--- config.mk ---
export PLATFORM = sky130hd
export DESIGN_NAME = trimmed_mean_adc_filter_core
export DESIGN_NICKNAME = d
export VERILOG_FILES = /design/src/rtl/tmaf_pkg.sv /design/src/rtl/tmaf_ctrl.sv /design/src/rtl/tmaf_dp.sv /design/src/rtl/trimmed_mean_adc_filter_core.sv
export SDC_FILE = /design/constraint.sdc
export NUM_CORES = 1
export LEC_CHECK = 0
export ABC_CLOCK_PERIOD_IN_PS = 10700
export BUFFER_PORTS_ARGS = -buffer_cell sky130_fd_sc_hd__buf_2
export CORE_AREA = 2 2 243 221
export DETAILED_ROUTE_END_ITERATION = 7
export DIE_AREA = 0 0 245 223
export GPL_ROUTABILITY_DRIVEN = 0
export GPL_TIMING_DRIVEN = 0
export PLACE_DENSITY = 0.61
export SYNTH_ARGS = -nofsm -noshare
export SYNTH_HDL_FRONTEND = slang
export SYNTH_SLANG_ARGS = --single-unit
--- constraint.sdc ---
create_clock -name clk -period 10.7 [get_ports clk]
set_clock_uncertainty 0.2 [all_clocks]
set_input_delay 2.14 -clock clk [delete_from_list [all_inputs] [get_ports clk]]
set_output_delay 2.14 -clock clk [all_outputs]
set_load 0.02 [all_outputs]
--- src/rtl/tmaf_pkg.sv ---
`default_nettype none
package tmaf_pkg;

  // Fixed field widths
  localparam int unsigned CODE_W = 12;
  localparam int unsigned MV_W   = 16;
  localparam int unsigned SUM_W  = CODE_W + 2;

  // Divide by three: x * 43691 >> 17 is exact for x < 2^16
  localparam int unsigned         DIV3_SHIFT = 17;
  localparam logic [MV_W:0]       DIV3_MUL   = 17'd43691;
  localparam int unsigned         QUO_W      = SUM_W + MV_W + 1;

  // Configuration register indexes
  localparam logic REG_FULL_SCALE = 1'b0;
  localparam logic [MV_W-1:0] FULL_SCALE_RST = 16'd4620;

  // Controller to datapath commands
  typedef struct packed {
    logic insert;
    logic sum;
    logic div;
    logic mul;
  } cmd_t;

  // Datapath to controller status
  typedef struct packed {
    logic last;
  } stat_t;

endpackage
`default_nettype wire

--- src/rtl/tmaf_ctrl.sv ---
`default_nettype none
module tmaf_ctrl (
  input  wire logic           clk,
  input  wire logic           rst_n,
  input  wire logic           start,
  input  wire tmaf_pkg::stat_t stat,
  output tmaf_pkg::cmd_t      cmd,
  output logic                busy,
  output logic                out_valid
);

  localparam logic [2:0] ST_IDLE = 3'd0;
  localparam logic [2:0] ST_SUM  = 3'd1;
  localparam logic [2:0] ST_DIV  = 3'd2;
  localparam logic [2:0] ST_MUL  = 3'd3;
  localparam logic [2:0] ST_OUT  = 3'd4;

  logic [2:0] state_r, state_nxt;
  logic       accept;

  assign busy   = (state_r != ST_IDLE);
  assign accept = start && !busy;

  // Next state: a sample that closes the batch starts the result sequence
  always_comb begin
    state_nxt = state_r;
    case (state_r)
      ST_IDLE: begin
        if (accept && stat.last) state_nxt = ST_SUM;
      end
      ST_SUM:  state_nxt = ST_DIV;
      ST_DIV:  state_nxt = ST_MUL;
      ST_MUL:  state_nxt = ST_OUT;
      ST_OUT:  state_nxt = ST_IDLE;
      default: state_nxt = ST_IDLE;
    endcase
  end

  always_ff @(posedge clk) begin
    if (!rst_n) begin
      state_r <= ST_IDLE;
    end else begin
      state_r <= state_nxt;
    end
  end

  // Commands
  assign cmd.insert = accept;
  assign cmd.sum    = (state_r == ST_SUM);
  assign cmd.div    = (state_r == ST_DIV);
  assign cmd.mul    = (state_r == ST_MUL);
  assign out_valid  = (state_r == ST_OUT);

endmodule
`default_nettype wire

--- src/rtl/tmaf_dp.sv ---
`default_nettype none
module tmaf_dp #(
  parameter int unsigned BATCH       = 10,
  parameter int unsigned SAMPLE_BITS = 12
) (
  input  wire logic                              clk,
  input  wire logic                              rst_n,
  input  wire tmaf_pkg::cmd_t                    cmd,
  input  wire logic [tmaf_pkg::CODE_W-1:0]       in_sample,
  input  wire logic [tmaf_pkg::MV_W-1:0]         full_scale,
  output tmaf_pkg::stat_t                        stat,
  output logic [tmaf_pkg::CODE_W-1:0]            out_average_code,
  output logic [tmaf_pkg::MV_W-1:0]              out_voltage_mv
);

  localparam int unsigned CW      = tmaf_pkg::CODE_W;
  localparam int unsigned FW      = (BATCH > 1) ? $clog2(BATCH) : 1;
  localparam int unsigned MaskW   = (SAMPLE_BITS < CW) ? SAMPLE_BITS : CW;
  localparam logic [CW-1:0] SampleMask = {CW{1'b1}} >> (CW - MaskW);
  localparam int unsigned Mid     = BATCH / 2;
  localparam int unsigned ProdW   = CW + tmaf_pkg::MV_W;
  localparam int unsigned ScaledW = ProdW - SAMPLE_BITS;
  localparam logic [FW-1:0] LastIdx = FW'(BATCH - 1);

  logic [CW-1:0]                  srt_r [BATCH];
  logic [CW-1:0]                  srt_nxt [BATCH];
  logic [FW-1:0]                  fill_r;
  logic [BATCH-1:0]               gt;
  logic [CW-1:0]                  smp;
  logic [tmaf_pkg::SUM_W-1:0]     sum_r;
  logic [tmaf_pkg::QUO_W-1:0]     quo_r;
  logic [CW-1:0]                  avg;
  logic [CW-1:0]                  avg_r;
  logic [ProdW-1:0]               prod_r;
  logic [ScaledW-1:0]             scaled;

  assign smp       = in_sample & SampleMask;
  assign stat.last = (fill_r == LastIdx);

  // Sorted insertion: held entries above the new sample move up one place.
  // Empty places count as greater than any sample.
  always_comb begin
    for (int i = 0; i < BATCH; i++) begin
      gt[i] = (FW'(i) >= fill_r) || (srt_r[i] > smp);
    end
    for (int i = 0; i < BATCH; i++) begin
      if (!gt[i]) begin
        srt_nxt[i] = srt_r[i];
      end else if (i == 0) begin
        srt_nxt[i] = smp;
      end else if (!gt[i-1]) begin
        srt_nxt[i] = smp;
      end else begin
        srt_nxt[i] = srt_r[i-1];
      end
    end
  end

  always_ff @(posedge clk) begin
    if (cmd.insert) begin
      for (int i = 0; i < BATCH; i++) begin
        srt_r[i] <= srt_nxt[i];
      end
    end
  end

  // Fill count wraps after the last sample of a batch
  always_ff @(posedge clk) begin
    if (!rst_n) begin
      fill_r <= '0;
    end else if (cmd.insert) begin
      fill_r <= stat.last ? '0 : fill_r + 1'b1;
    end
  end

  // Middle three ranks, divide by three, scale to millivolts
  assign avg = CW'(quo_r >> tmaf_pkg::DIV3_SHIFT);

  always_ff @(posedge clk) begin
    if (cmd.sum) begin
      sum_r <= tmaf_pkg::SUM_W'(srt_r[Mid-1]) + tmaf_pkg::SUM_W'(srt_r[Mid])
             + tmaf_pkg::SUM_W'(srt_r[Mid+1]);
    end
    if (cmd.div) begin
      quo_r <= tmaf_pkg::QUO_W'(sum_r) * tmaf_pkg::QUO_W'(tmaf_pkg::DIV3_MUL);
    end
    if (cmd.mul) begin
      avg_r  <= avg;
      prod_r <= ProdW'(avg) * ProdW'(full_scale);
    end
  end

  // Saturate when the converter width is narrow
  assign scaled = ScaledW'(prod_r >> SAMPLE_BITS);

  always_comb begin
    out_average_code = avg_r;
    if (scaled > ScaledW'({tmaf_pkg::MV_W{1'b1}})) begin
      out_voltage_mv = {tmaf_pkg::MV_W{1'b1}};
    end else begin
      out_voltage_mv = tmaf_pkg::MV_W'(scaled);
    end
  end

endmodule
`default_nettype wire

--- src/rtl/trimmed_mean_adc_filter_core.sv ---
`default_nettype none
// Trimmed-mean converter filter. Each request (start high while busy is low)
// carries one sample; samples are kept in a register row in ascending order,
// one insertion per request, so a sample that does not close the batch is
// taken directly and busy stays low. The sample that closes a batch of BATCH
// raises busy through the states middle-rank sum, divide by three, scale
// multiply and output; out_valid is high in the output state for exactly one
// cycle and the receiver cannot stall it. full_scale_mv is at APB byte
// address 0.
module trimmed_mean_adc_filter_core #(
  parameter int unsigned BATCH       = 10,
  parameter int unsigned SAMPLE_BITS = 12
) (
  input  wire logic                         clk,
  input  wire logic                         rst_n,
  // Sample requests
  input  wire logic                         start,
  output logic                              busy,
  input  wire logic [tmaf_pkg::CODE_W-1:0]  in_sample,
  // Results
  output logic                              out_valid,
  output logic [tmaf_pkg::CODE_W-1:0]       out_average_code,
  output logic [tmaf_pkg::MV_W-1:0]         out_voltage_mv,
  // Configuration
  input  wire logic                         psel,
  input  wire logic                         penable,
  input  wire logic                         pwrite,
  input  wire logic [2:0]                   paddr,
  input  wire logic [31:0]                  pwdata,
  output logic [31:0]                       prdata,
  output logic                              pready
);

  tmaf_pkg::cmd_t       cmd;
  tmaf_pkg::stat_t      stat;
  logic [tmaf_pkg::MV_W-1:0] full_scale_r;
  logic                 reg_hit;

  // Register file: one register at word 0
  assign pready  = 1'b1;
  assign reg_hit = (paddr[2] == tmaf_pkg::REG_FULL_SCALE) && (paddr[1:0] == 2'b00);

  always_ff @(posedge clk) begin
    if (!rst_n) begin
      full_scale_r <= tmaf_pkg::FULL_SCALE_RST;
    end else if (psel && penable && pwrite && reg_hit) begin
      full_scale_r <= pwdata[tmaf_pkg::MV_W-1:0];
    end
  end

  assign prdata = reg_hit ? {{(32 - tmaf_pkg::MV_W){1'b0}}, full_scale_r} : 32'd0;

  tmaf_ctrl u_ctrl (
    .clk       (clk),
    .rst_n     (rst_n),
    .start     (start),
    .stat      (stat),
    .cmd       (cmd),
    .busy      (busy),
    .out_valid (out_valid)
  );

  tmaf_dp #(
    .BATCH       (BATCH),
    .SAMPLE_BITS (SAMPLE_BITS)
  ) u_dp (
    .clk              (clk),
    .rst_n            (rst_n),
    .cmd              (cmd),
    .in_sample        (in_sample),
    .full_scale       (full_scale_r),
    .stat             (stat),
    .out_average_code (out_average_code),
    .out_voltage_mv   (out_voltage_mv)
  );

endmodule
`default_nettype wire
## Word level (Yosys, flattened, before mapping)

Memories as Yosys holds them, arrays and structs flattened.
Cells that the tools add are included.

| word-level totals | value |
|---|---|
| register bits | 106 |
| bits in writable memories | 120 |
| input bits | 53 |
| output and inout bits | 63 |
| logic and storage cells | 87 |
| memories | 1 |

Memory list:

| memory | words | bits a word | read ports | clocked after memory_dff | write ports | RTL line | source |
|---|---|---|---|---|---|---|---|
| u_dp.srt_r | 10 | 12 | 10 | 0 | 10 | tmaf_dp.sv:25 | `logic [CW-1:0] srt_r [BATCH];` |

| operators by class | value |
|---|---|
| $add $sub $neg | 3 |
| multipliers | 2 |
| order comparisons | 21 |
| equal/unequal tests | 6 |
| muxes and demuxes | 26 |
| bitwise gates (word level) | 1 |
| reductions and logical operators | 20 |

Operators by type and width:

| kind | number |
|---|---|
| $mux 12 | 19 |
| $gt 12x12->1 | 10 |
| $mux 16 | 2 |
| $mul 14x16->29 const B | 1 |
| $mul 12x16->28 | 1 |
| $ge 3x4->1 const A | 4 |
| $gt 16x16->1 const B | 1 |
| $add 14x12->14 | 1 |
| $add 12x12->13 | 1 |
| $pmux 3 s4 | 1 |
| $logic_or 1x1->1 | 10 |
| $ge 1x4->1 const A | 2 |
| $ge 2x4->1 const A | 2 |
| $ge 4x4->1 const A | 2 |
| $eq 3x2->1 const B | 2 |
| $logic_and 1x1->1 | 6 |
| $add 4x1->4 const B | 1 |
| $eq 4x4->1 const B | 1 |
| $mux 4 | 1 |
| $eq 3x1->1 const B | 1 |
| $eq 3x3->1 const B | 1 |
| $logic_not 3->1 | 1 |
| $mux 3 | 1 |
| $reduce_bool 3->1 | 1 |
| other kinds (5) | 6 |

## Depth between registers and ports, before layout

Gate-level depths: netlist of the first run.

| logic depth | value |
|---|---|
| word-level depth | 6 |
| gate-level depth with buffers | 20 |
| mapped depth without buffers | 19 |

## Cells and area by module

Synthesis of the first run repeated with hierarchy kept, for this count alone.

| second synthesis, totals | value |
|---|---|
| cells, all modules | 1671 |
| area total of the unflattened synthesis | 17859.6 sq um |

By module, submodules not included:

| module | times used | cells each | area an instance (sq um) | seq. area each (sq um) |
|---|---|---|---|---|
| tmaf_dp | 1 | 1545 | 16784.8 | 4224.1 |
| trimmed_mean_adc_filter_core | 1 | 109 | 918.4 | 320.3 |
| tmaf_ctrl | 1 | 17 | 156.4 | 60.1 |

## Worst setup path before layout of the first run

No wires, ideal clock.

| timing | value |
|---|---|
| path kind | reg2reg |
| start | register u_dp.quo_r[25] (netlist bit) |
| end | register u_dp.prod_r[23] (data pin) |
| data arrival time | 5.081 ns |
| required time | 10.237 ns |
| setup slack | 5.156 ns |
| cell stages (with the launch flop) | 19 |
| cell sequence | edfxtp_1 clkbuf_1 nand2_1 fa_1 inv_1 fa_1 fa_1 fa_1 inv_1 fa_1 inv_1 ha_1 clkbuf_1 a21o_1 a21o_1 a21o_1 o31a_1 a311oi_1 xnor2_1 |

| between the ends | value |
|---|---|
| word-level cells in the longest chain between the ends | 1 |

RTL lines:

| what | RTL line | source |
|---|---|---|
| start, declared | tmaf_dp.sv:31 | `logic [tmaf_pkg::QUO_W-1:0] quo_r;` |
| start signal, assigned | tmaf_dp.sv:85 | `quo_r <= tmaf_pkg::QUO_W'(sum_r) * tmaf_pkg::QUO_W'(tmaf_pkg::DIV3_MUL);` |
| $mul 12x16->28 | tmaf_dp.sv:89 | `prod_r <= ProdW'(avg) * ProdW'(full_scale);` |
| end signal, assigned | tmaf_dp.sv:89 |  |
| end, declared | tmaf_dp.sv:34 | `logic [ProdW-1:0] prod_r;` |

Every way passes these cells.
A chain may end at the register's enable or synchronous reset.

## Worst setup path in the final report of the first run

| timing | value |
|---|---|
| start | register u_dp.quo_r[23] (netlist bit) |
| end | register u_dp.prod_r[23] (data pin) |

The elaborated chain is that of the path after synthesis.

==> results.cfg, run 1 <==
[run_status]
run_status = completed

[synthesis]
synth_sequential_area_ratio = 0.254
synth_most_common_cell = sky130_fd_sc_hd__inv_1
synthesis_stage_register_bit_count = 161
syn-cell-area_sq_um = 18100
proportion_of_register_bits_with_asynchronous_set_or_reset_after_synthesis = 0
synth_top_area_share = 0.228
synth_top_area_cell = sky130_fd_sc_hd__edfxtp_1
synthSimpleGateAreaFrac = 0.110
synth-xor-area-share = 0.0256
synth-compound-area-share = 0.0884
number_of_enable_flip_flop_cells_after_synthesis = 138
synthesis.instances = 1733
synth_top_family_by_area = adder cells
synth-main-ff-cell = sky130_fd_sc_hd__edfxtp_1
yosysWarnings = 0
synth_area_leaders = sky130_fd_sc_hd__edfxtp_1 23%, sky130_fd_sc_hd__fa_1 22%, sky130_fd_sc_hd__ha_1 18%
ys_types = 64
postSynthAreaPerCell_sq_um = 10.5
synth.mux.area_fraction = 0.0447
yosys.area_share.adder = 0.401
post_synth_most_frequent_cells = 285 x sky130_fd_sc_hd__inv_1, 268 x sky130_fd_sc_hd__ha_1, 196 x sky130_fd_sc_hd__fa_1

[placement]
dp.final_hpwl_mm = 35.1
placed_cell_area_sq_um = 19500
place_ws_ns = 4.23
buffer_ports.inserted = 82
place.detailed.instances = 2529

[floorplanning]
design.portCount = 116
area_of_the_die_sq_um = 54600
floorplan.core_area_sq_um = 52400
chipHeight_microns = 223
die-width_microns = 245
rows = 80
initial_core_util = 0.346

[global_route]
antenna_found_initial = 1
first_global_vias = 13133
gr-usage-met3 = 0.0348
grt_usage = 0.160
global_route.overflow_total = 0
grt_max_degree = 30
grt_met2_use = 0.270
global_route.peak_usage_layer = met2
first_pass_grt_wire_length_mm = 68.4
gr-usage-met1 = 0.201

[pwr]
power_density_nw_per_um2 = 92.2
max-vdd-ir-drop_mv = 0.139
cellLeakagePower_nw = 9.56

[setup_path]
worstPathCellList = clkbuf_1 > nand2_1 > fa_1 > inv_1 > fa_1 > fa_1 > fa_1 > inv_1 > fa_1 > inv_1 > ha_1 > clkbuf_1 > a21o_1 > a21o_1 > a21o_1 > o22a_1 > o31a_1 > a311oi_1 > xnor2_1
regToRegStartpoint = u_dp.quo_r[23]
critPathBufInv = 5
critPathLaunchType = register
top_delay_family_on_crit_path = adder cells
startpoint = u_dp.quo_r[23]
largest_driver_fanout_on_the_critical_path = 10
critical-path-max-stage-delay_ns = 0.70
critical_path_class = register to register
worst_path_most_repeated_cell = sky130_fd_sc_hd__fa_1
critical_path.slowest_cell = sky130_fd_sc_hd__edfxtp_1
cp-end-kind = register
worst_ep_arrival_time_ns = 6.33
worst_ep_required_time_ns = 10.72

[flow_run]
max_cap_violations = 0

[clocking]
clk_pin_slew_worst_paths_ns = 0.08
clock_tree.buffer_depth = 2
clk-insertion-delay-late_ns = 0.48
clock_tree_from_tritoncts = yes
tritoncts_num_sinks = 161
postCtsResizedCells = 0
cts-buffers-inserted = 17
h-tree-depth = 4
cts_post_setup_buffers_inserted = 0
postCtsHoldBufs = 0
cts.root.buffer_cell = sky130_fd_sc_hd__clkbuf_16

[hold_path]
hp-start = full_scale_r[0]
hold_path.class = register to register

[timing]
timing.max_slew.rel_slack = 0.209
tightestPinTransition_ns = 1.18
timing.setup.tns_ns = 0
timing.final.setup_violations = 0
min_period_ns = 6.31
slew_viol_final = 0
fmaxAchievable_mhz = 158
finalHoldViolations = 0
rsz_0062_raised_after_global_routing = no
layout_setup_ws_ns = 4.39
final_min_period_over_clock_period = 0.590

[finish]
layout.core_utilization = 0.385
share_of_cells_above_drive_strength_1 = 0.0842
instances_no_fill = 2561
finalInstanceArea_sq_um = 20200
num-nets-final = 2368
layout_area_growth_over_synthesis_pct = 11.2
num_antenna_cells = 0

[route]
drtPass1Iterations = 5
antenna_violating_nets_post_route = 0
post_drt_wl_per_cell_microns = 16.3
post_drt_via_cell_ratio = 4.86
drc_errors = 0
routed_wirelength_mm = 41.8
detailedRoute.firstIterationViolations = 592
routed-via-count = 12448
## metrics by stage
| stage | total power [mW] | hold WS (ns) |
|---|---|---|
| global route | 1.97 | 0.334 |
| finish | 1.86 | 0.312 |
| detailed placement | 1.21 | 0.306 |
| floorplan | 1.10 | 0.265 |
| global placement | 1.20 | 0.285 |
| CTS | 1.88 | 0.315 |
## metal layers
layer	part of all wire	vias to the layer above
li1	-	6041
met1	0.45	6081
met5	0.00031	-
met4	0.028	2
met2	0.48	260
met3	0.047	64
## cells by family after synthesis
family          count (synthesis)
buf+inv                       345
compound gates                233
xor+xnor                       53
flops                         161
other cells                     2
mux                            72
simple gates                  403
fa+ha+maj                     464
## path summary, 6_finish.rpt
path                                         to  slack, ns  depth (start not counted)
worst max-delay path            u_dp.prod_r[23]       4.39                         19
worst min-delay path            full_scale_r[0]       0.31                          2
worst max register to register  u_dp.prod_r[23]       4.39                         19
worst min register to register  full_scale_r[0]       0.31                          2
## cells in the final DEF (no fill, tap or decap), types with 20 or more instances in the layout
cell type,netlist,layout
sky130_fd_sc_hd__xnor2_1,40,40
sky130_fd_sc_hd__a21o_1,49,49
sky130_fd_sc_hd__inv_1,285,285
sky130_fd_sc_hd__fa_1,196,196
sky130_fd_sc_hd__dfxtp_1,23,23
sky130_fd_sc_hd__ha_1,268,268
sky130_fd_sc_hd__and2_1,84,84
sky130_fd_sc_hd__mux2_1,72,72
sky130_fd_sc_hd__nor2_1,34,34
sky130_fd_sc_hd__clkbuf_1,36,36
sky130_fd_sc_hd__buf_4,20,20
sky130_fd_sc_hd__nand4_1,26,26
sky130_fd_sc_hd__a21oi_1,56,55
sky130_fd_sc_hd__o21ai_0,23,23
sky130_fd_sc_hd__nand2_1,179,179
sky130_fd_sc_hd__buf_2,3,85
sky130_fd_sc_hd__edfxtp_1,138,138
## power breakdown
| part | switching (mW) | internal [mW] |
|---|---|---|
| logic | 0.242 | 0.198 |
| clock network | 0.332 | 0.325 |
| registers | 0.0253 | 0.738 |
## worst min-delay path, stage by stage (launching register included)
cell and delay (ns):
sky130_fd_sc_hd__dfxtp_1 0.34, sky130_fd_sc_hd__nand2_1 0.06, sky130_fd_sc_hd__a21boi_0 0.07
## layout make-up
| class | count | area (sq um) |
|---|---|---|
| multi-input cells | 1242 | 12200 |
| plain buffers | 60 | 304 |
| clock inverters | 15 | 219 |
| well taps | 697 | 872 |
| clock buffers | 17 | 425 |
| fillers | 5165 | 32200 |
| flip-flops and latches | 161 | 4600 |
| repair buffers | 84 | 433 |
| inverters | 285 | 1070 |
## registers in the layout (all words and copies together), names as in the netlist
register	flops
u_dp.srt_r	84
full_scale_r	16
u_dp.prod_r	16
u_dp.sum_r	14
u_dp.out_average_code	12
u_dp.quo_r	12
u_dp.fill_r	4
u_ctrl.state_r	3
Power figures use the tool's default switching activity.
==> inputs of run 2 (changes only) <==
--- a/config.mk
+++ b/config.mk
@@ -5,7 +5,7 @@
 export SDC_FILE = /design/constraint.sdc
 export NUM_CORES = 1
 export LEC_CHECK = 0
-export ABC_CLOCK_PERIOD_IN_PS = 10700
+export ABC_CLOCK_PERIOD_IN_PS = 5900
 export BUFFER_PORTS_ARGS = -buffer_cell sky130_fd_sc_hd__buf_2
 export CORE_AREA = 2 2 243 221
 export DETAILED_ROUTE_END_ITERATION = 7
==> constraint.sdc (replaced) <==
create_clock -name clk -period 5.9 [get_ports clk]
set_clock_uncertainty 0.2 [all_clocks]
set_input_delay 1.18 -clock clk [delete_from_list [all_inputs] [get_ports clk]]
set_output_delay 1.18 -clock clk [all_outputs]
set_load 0.02 [all_outputs]
==> results.cfg, run 2 (same netlist as run 1, synthesis figures left out) <==
[run_status]
run_status = completed

[finish]
num_antenna_cells = 0
num-nets-final = 2379
fillerInstances = 5164
commonest_non_fill_non_tap_cell_in_the_layout = sky130_fd_sc_hd__inv_1
share_of_cells_above_drive_strength_1 = 0.113
finalInstanceArea_sq_um = 20400
instances_no_fill = 2572
layout.core_utilization = 0.389
layout_area_growth_over_synthesis_pct = 12.3
largest_registers = u_dp.srt_r: 84 flops, full_scale_r: 16 flops, u_dp.prod_r: 16 flops
flip_flop_count_of_the_largest_register_all_copies_and_words_added = 84
top_register = u_dp.srt_r
layout.cells.most_common_list = 285 x sky130_fd_sc_hd__inv_1, 265 x sky130_fd_sc_hd__ha_1, 196 x sky130_fd_sc_hd__fa_1, 179 x sky130_fd_sc_hd__nand2_1, 138 x sky130_fd_sc_hd__edfxtp_1

[route]
detailedRoute.firstIterationViolations = 620
routed_wirelength_mm = 42.3
drtPass1Iterations = 5
routed-via-count = 12461
drc_errors = 0
post_drt_wl_per_cell_microns = 16.4
post_drt_via_cell_ratio = 4.84
antenna_violating_nets_post_route = 0

[clocking]
h-tree-depth = 4
cts.root.buffer_cell = sky130_fd_sc_hd__clkbuf_16
clock_tree_from_tritoncts = yes
clock_tree.buffer_depth = 2
tritoncts_num_sinks = 161
cts-buffers-inserted = 17
clk_pin_slew_worst_paths_ns = 0.08
clk-insertion-delay-late_ns = 0.48
postCtsHoldBufs = 0

[timing]
final_min_period_over_clock_period = 0.968
timing.final.setup_violations = 0
layout_setup_ws_ns = 0.186
tightestPinTransition_ns = 1.10
slew_viol_final = 0
timing.max_slew.rel_slack = 0.264
min_period_ns = 5.71
finalHoldViolations = 0
fmaxAchievable_mhz = 175
holdWs_ns = 0.309
timing.setup.tns_ns = 0

[placement]
buffer_ports.inserted = 82
place.detailed.instances = 2529
placed_cell_area_sq_um = 19500
dp.final_hpwl_mm = 35.1
place_ws_ns = -0.436

[setup_path]
largest_driver_fanout_on_the_critical_path = 10
critical_path_class = register to register
worst_ep_arrival_time_ns = 5.81
cp-end-kind = register
worst_ep_required_time_ns = 6.00
critPathLaunchType = register

[pwr]
totalPowerFinal_mw = 3.38
power_density_nw_per_um2 = 166
max-vdd-ir-drop_mv = 0.253
cellLeakagePower_nw = 9.71

[flow_run]
max_cap_violations = 0

[floorplanning]
die-width_microns = 245
chipHeight_microns = 223
design.portCount = 116
floorplan.core_area_sq_um = 52400
initial_core_util = 0.346
rows = 80
area_of_the_die_sq_um = 54600

[global_route]
grt_max_degree = 30
grt_usage = 0.161
antenna_found_initial = 1
first_pass_grt_wire_length_mm = 68.8
global_route.overflow_total = 0
first_global_vias = 13179

[hold_path]
hold_path.class = register to register
==> run 2: worst max-delay path, cell delays in order, from the launching register on <==
cell and delay (ns):
sky130_fd_sc_hd__dfxtp_1 0.46, sky130_fd_sc_hd__clkbuf_2 0.29, sky130_fd_sc_hd__nand2_1 0.11, sky130_fd_sc_hd__fa_1 0.55
sky130_fd_sc_hd__inv_1 0.06, sky130_fd_sc_hd__fa_1 0.47, sky130_fd_sc_hd__fa_1 0.54, sky130_fd_sc_hd__fa_1 0.55
sky130_fd_sc_hd__inv_1 0.05, sky130_fd_sc_hd__fa_1 0.52, sky130_fd_sc_hd__inv_1 0.04, sky130_fd_sc_hd__ha_1 0.36
sky130_fd_sc_hd__nand2_1 0.13, sky130_fd_sc_hd__o41ai_4 0.49, sky130_fd_sc_hd__a41o_2 0.34, sky130_fd_sc_hd__nand3_1 0.12
sky130_fd_sc_hd__a221oi_2 0.26
==> run 2: area by class of cell <==
| class | count | area, sq um | area share |
|---|---|---|---|
| plain buffers | 58 | 350 | 0.0172 |
| inverters | 285 | 1070 | 0.0525 |
| multi-input cells | 1242 | 12300 | 0.603 |
| flip-flops and latches | 161 | 4610 | 0.226 |
| clock inverters | 15 | 219 | 0.0108 |
| repair buffers | 97 | 531 | 0.0261 |
| well taps | 697 | 872 | 0.0428 |
| clock buffers | 17 | 425 | 0.0209 |
==> run 2: path summary, 6_finish.rpt <==
kind / from / endpoint / slack, ns / depth (start not counted)
setup reg to reg: full_scale_r[4] / u_dp.prod_r[24] / 0.19 / 16
hold / removal: full_scale_r[0] / full_scale_r[0] / 0.31 / 2
hold reg to reg: full_scale_r[0] / full_scale_r[0] / 0.31 / 2
setup / recovery: full_scale_r[4] / u_dp.prod_r[24] / 0.19 / 16
==> run 2: timing repair <==
| action | 4_1_cts | 5_1_grt |
|---|---|---|
| pin swaps | 0 | 2 |
| resized for setup | 23 | 46 |
| buffers inserted | 10 | 3 |
| setup endpoints to repair | 12 | 11 |
==> run 2: power by group <==
group / internal (mW) / switching [mW] / total (mW)
sequential: 1.34 / 0.0460 / 1.38
clock: 0.589 / 0.605 / 1.19
combinational: 0.363 / 0.440 / 0.803
==> run 2: metal layers <==
layer	global-route usage	vias up	part of all wire
met3	0.0338	61	0.043
met1	0.204	6100	0.45
li1	-	6071	-
met4	0.0578	2	0.027
met2	0.271	227	0.48
met5	0	-	0.00031
==> inputs of run 3 (changes only) <==
--- a/config.mk
+++ b/config.mk
@@ -7,12 +7,12 @@
 export LEC_CHECK = 0
 export ABC_CLOCK_PERIOD_IN_PS = 5900
 export BUFFER_PORTS_ARGS = -buffer_cell sky130_fd_sc_hd__buf_2
-export CORE_AREA = 2 2 243 221
+export CORE_AREA = 2 2 240 218
 export DETAILED_ROUTE_END_ITERATION = 7
-export DIE_AREA = 0 0 245 223
+export DIE_AREA = 0 0 242 220
 export GPL_ROUTABILITY_DRIVEN = 0
 export GPL_TIMING_DRIVEN = 0
-export PLACE_DENSITY = 0.61
+export PLACE_DENSITY = 0.58
 export SYNTH_ARGS = -nofsm -noshare
 export SYNTH_HDL_FRONTEND = slang
 export SYNTH_SLANG_ARGS = --single-unit
==> results.cfg, run 3 (same netlist as run 1, synthesis figures left out) <==
[clocking]
tritoncts_num_sinks = 161
clock_tree_from_tritoncts = yes
clk_pin_slew_worst_paths_ns = 0.08
clk-insertion-delay-late_ns = 0.46
postCtsHoldBufs = 0
cts.root.buffer_cell = sky130_fd_sc_hd__clkbuf_16
cts-buffers-inserted = 17
h-tree-depth = 4
clock_tree.buffer_depth = 2

[timing]
min_period_ns = 5.75
slew_viol_final = 0
tightestPinTransition_ns = 1.31
rsz_0062_raised_after_global_routing = yes
layout_setup_ws_ns = 0.155
fmaxAchievable_mhz = 174
final_min_period_over_clock_period = 0.974
timing.setup.tns_ns = 0
holdWs_ns = 0.324
finalHoldViolations = 0
timing.final.setup_violations = 0
timing.max_slew.rel_slack = 0.127

[floorplanning]
floorplan.core_area_sq_um = 51000
design.portCount = 116
chipHeight_microns = 220
die-width_microns = 242
rows = 79
area_of_the_die_sq_um = 53200
initial_core_util = 0.356

[hold_path]
hold_path.class = register to register

[placement]
buffer_ports.inserted = 82
place.detailed.instances = 2519
dp.final_hpwl_mm = 36.0
place_ws_ns = -0.445
placed_cell_area_sq_um = 19500

[setup_path]
critical_path.slowest_cell = sky130_fd_sc_hd__fa_1
largest_driver_fanout_on_the_critical_path = 10
critical-path-max-stage-delay_ns = 0.55
worst_ep_required_time_ns = 5.90
worstPathCellList = buf_8 > nand2_1 > fa_1 > inv_1 > fa_1 > fa_1 > fa_1 > inv_1 > fa_1 > inv_1 > ha_1 > a21o_1 > a21o_1 > a21o_1 > o22a_1 > o31a_1 > a311oi_2 > xnor2_1
worst_path_most_repeated_cell = sky130_fd_sc_hd__fa_1
worst_ep_arrival_time_ns = 5.74
cp-end-kind = register
critical_path_class = register to register
critPathLaunchType = register

[flow_run]
max_cap_violations = 0

[finish]
final-seq-area_sq_um = 4610
area_taken_by_multi_input_logic_gates_sq_um = 12300
largest_registers = u_dp.srt_r: 84 flops, full_scale_r: 16 flops, u_dp.prod_r: 16 flops
top_register = u_dp.srt_r
commonest_non_fill_non_tap_cell_in_the_layout = sky130_fd_sc_hd__inv_1
finalInstanceArea_sq_um = 20400
num-nets-final = 2381
flip_flop_count_of_the_largest_register_all_copies_and_words_added = 84
share_of_cells_above_drive_strength_1 = 0.113
layout.cells.most_common_list = 285 x sky130_fd_sc_hd__inv_1, 266 x sky130_fd_sc_hd__ha_1, 196 x sky130_fd_sc_hd__fa_1, 179 x sky130_fd_sc_hd__nand2_1, 138 x sky130_fd_sc_hd__edfxtp_1
layout_area_growth_over_synthesis_pct = 12.4
fillerInstances = 5024
instances_no_fill = 2567

[global_route]
global_route.overflow_total = 0
antenna_found_initial = 2
grt_usage = 0.169
grt_max_degree = 30
first_global_vias = 13052
first_pass_grt_wire_length_mm = 70.5
grt_met2_use = 0.286
global_route.peak_usage_layer = met2
gr-usage-met3 = 0.0341
gr-usage-met1 = 0.216

[pwr]
cellLeakagePower_nw = 9.72
power_density_nw_per_um2 = 167
max-vdd-ir-drop_mv = 0.208

[route]
routed_wirelength_mm = 43.6
drtPass1Iterations = 5
drc_errors = 0
post_drt_via_cell_ratio = 4.87
detailedRoute.firstIterationViolations = 622
routed-via-count = 12512
antenna_violating_nets_post_route = 0
post_drt_wl_per_cell_microns = 17.0

[run_status]
run_status = completed
==> run 3: cell types whose count changed in the layout (fill, tap and decap cells not counted), moves of 2 or more <==
cell,previous run,this run
sky130_fd_sc_hd__bufinv_16,0,2
sky130_fd_sc_hd__clkinv_8,8,3
sky130_fd_sc_hd__clkbuf_2,14,9
sky130_fd_sc_hd__a211oi_1,10,12
sky130_fd_sc_hd__clkbuf_4,8,10
sky130_fd_sc_hd__inv_12,3,0
sky130_fd_sc_hd__diode_2,0,2
sky130_fd_sc_hd__inv_8,2,5
sky130_fd_sc_hd__dfxtp_2,4,6
sky130_fd_sc_hd__dfxtp_1,19,17
sky130_fd_sc_hd__buf_4,33,37
sky130_fd_sc_hd__inv_6,1,3
sky130_fd_sc_hd__a211oi_2,2,0
==> run 3: final timing paths <==
check	from	to	slack, ns	cells past startpoint
setup / recovery	u_dp.quo_r[25]	u_dp.prod_r[23]	0.15	18
hold / removal	full_scale_r[0]	full_scale_r[0]	0.32	2
setup reg to reg	u_dp.quo_r[25]	u_dp.prod_r[23]	0.15	18
hold reg to reg	full_scale_r[0]	full_scale_r[0]	0.32	2
==> run 3: timing repair <==
action	CTS	global route
gates resized for setup	28	58
setup buffers	11	4
endpoints found under the setup margin	12	13
pin swaps	0	1
==> run 3: layer usage <==
| layer | vias to the layer above | wire length (microns) |
|---|---|---|
| li1 | 6077 | - |
| met1 | 6134 | 20000 |
| met2 | 235 | 20600 |
| met3 | 64 | 1780 |
| met5 | - | 7 |
| met4 | 2 | 1240 |
==> run 3: cell type report <==
class,instances,share of cell area
multi-input combinational,1242,0.603
timing repair buffer,98,0.0262
buffer,59,0.0187
tap,688,0.0422
sequential,161,0.226
clock inverter,15,0.0102
inverter,285,0.0525
clock buffer,17,0.0209
antenna,2,0.000246
==> run 3: power breakdown <==
part | total [mW] | switching [mW] | internal, mW | leakage [nW]
clock | 1.21 | 0.559 | 0.653 | 0.307
sequential | 1.38 | 0.0457 | 1.34 | 1.49
combinational | 0.807 | 0.445 | 0.361 | 7.93
total | 3.40 | 1.05 | 2.35 | 9.72
==> run 3: through the flow <==
step	total power [mW]	utilization
global route	3.60	0.399
global placement	2.18	0.382
floorplan	2.00	-
CTS	3.43	0.397
finish	3.40	0.400
detailed placement	2.20	0.382
==> run 3: worst max-delay path: cells and delay by family (launching register included) <==
| kind | cells | cell delay [ns] |
|---|---|---|
| AOI/OAI and AO/OA | 6 | 1.23 |
| xor gates and xnor gates | 1 | 0.10 |
| adders and majority gates | 6 | 3.01 |
| buffers and inverters | 4 | 0.35 |
| DFF | 1 | 0.52 |
| and+or+nand+nor | 1 | 0.09 |
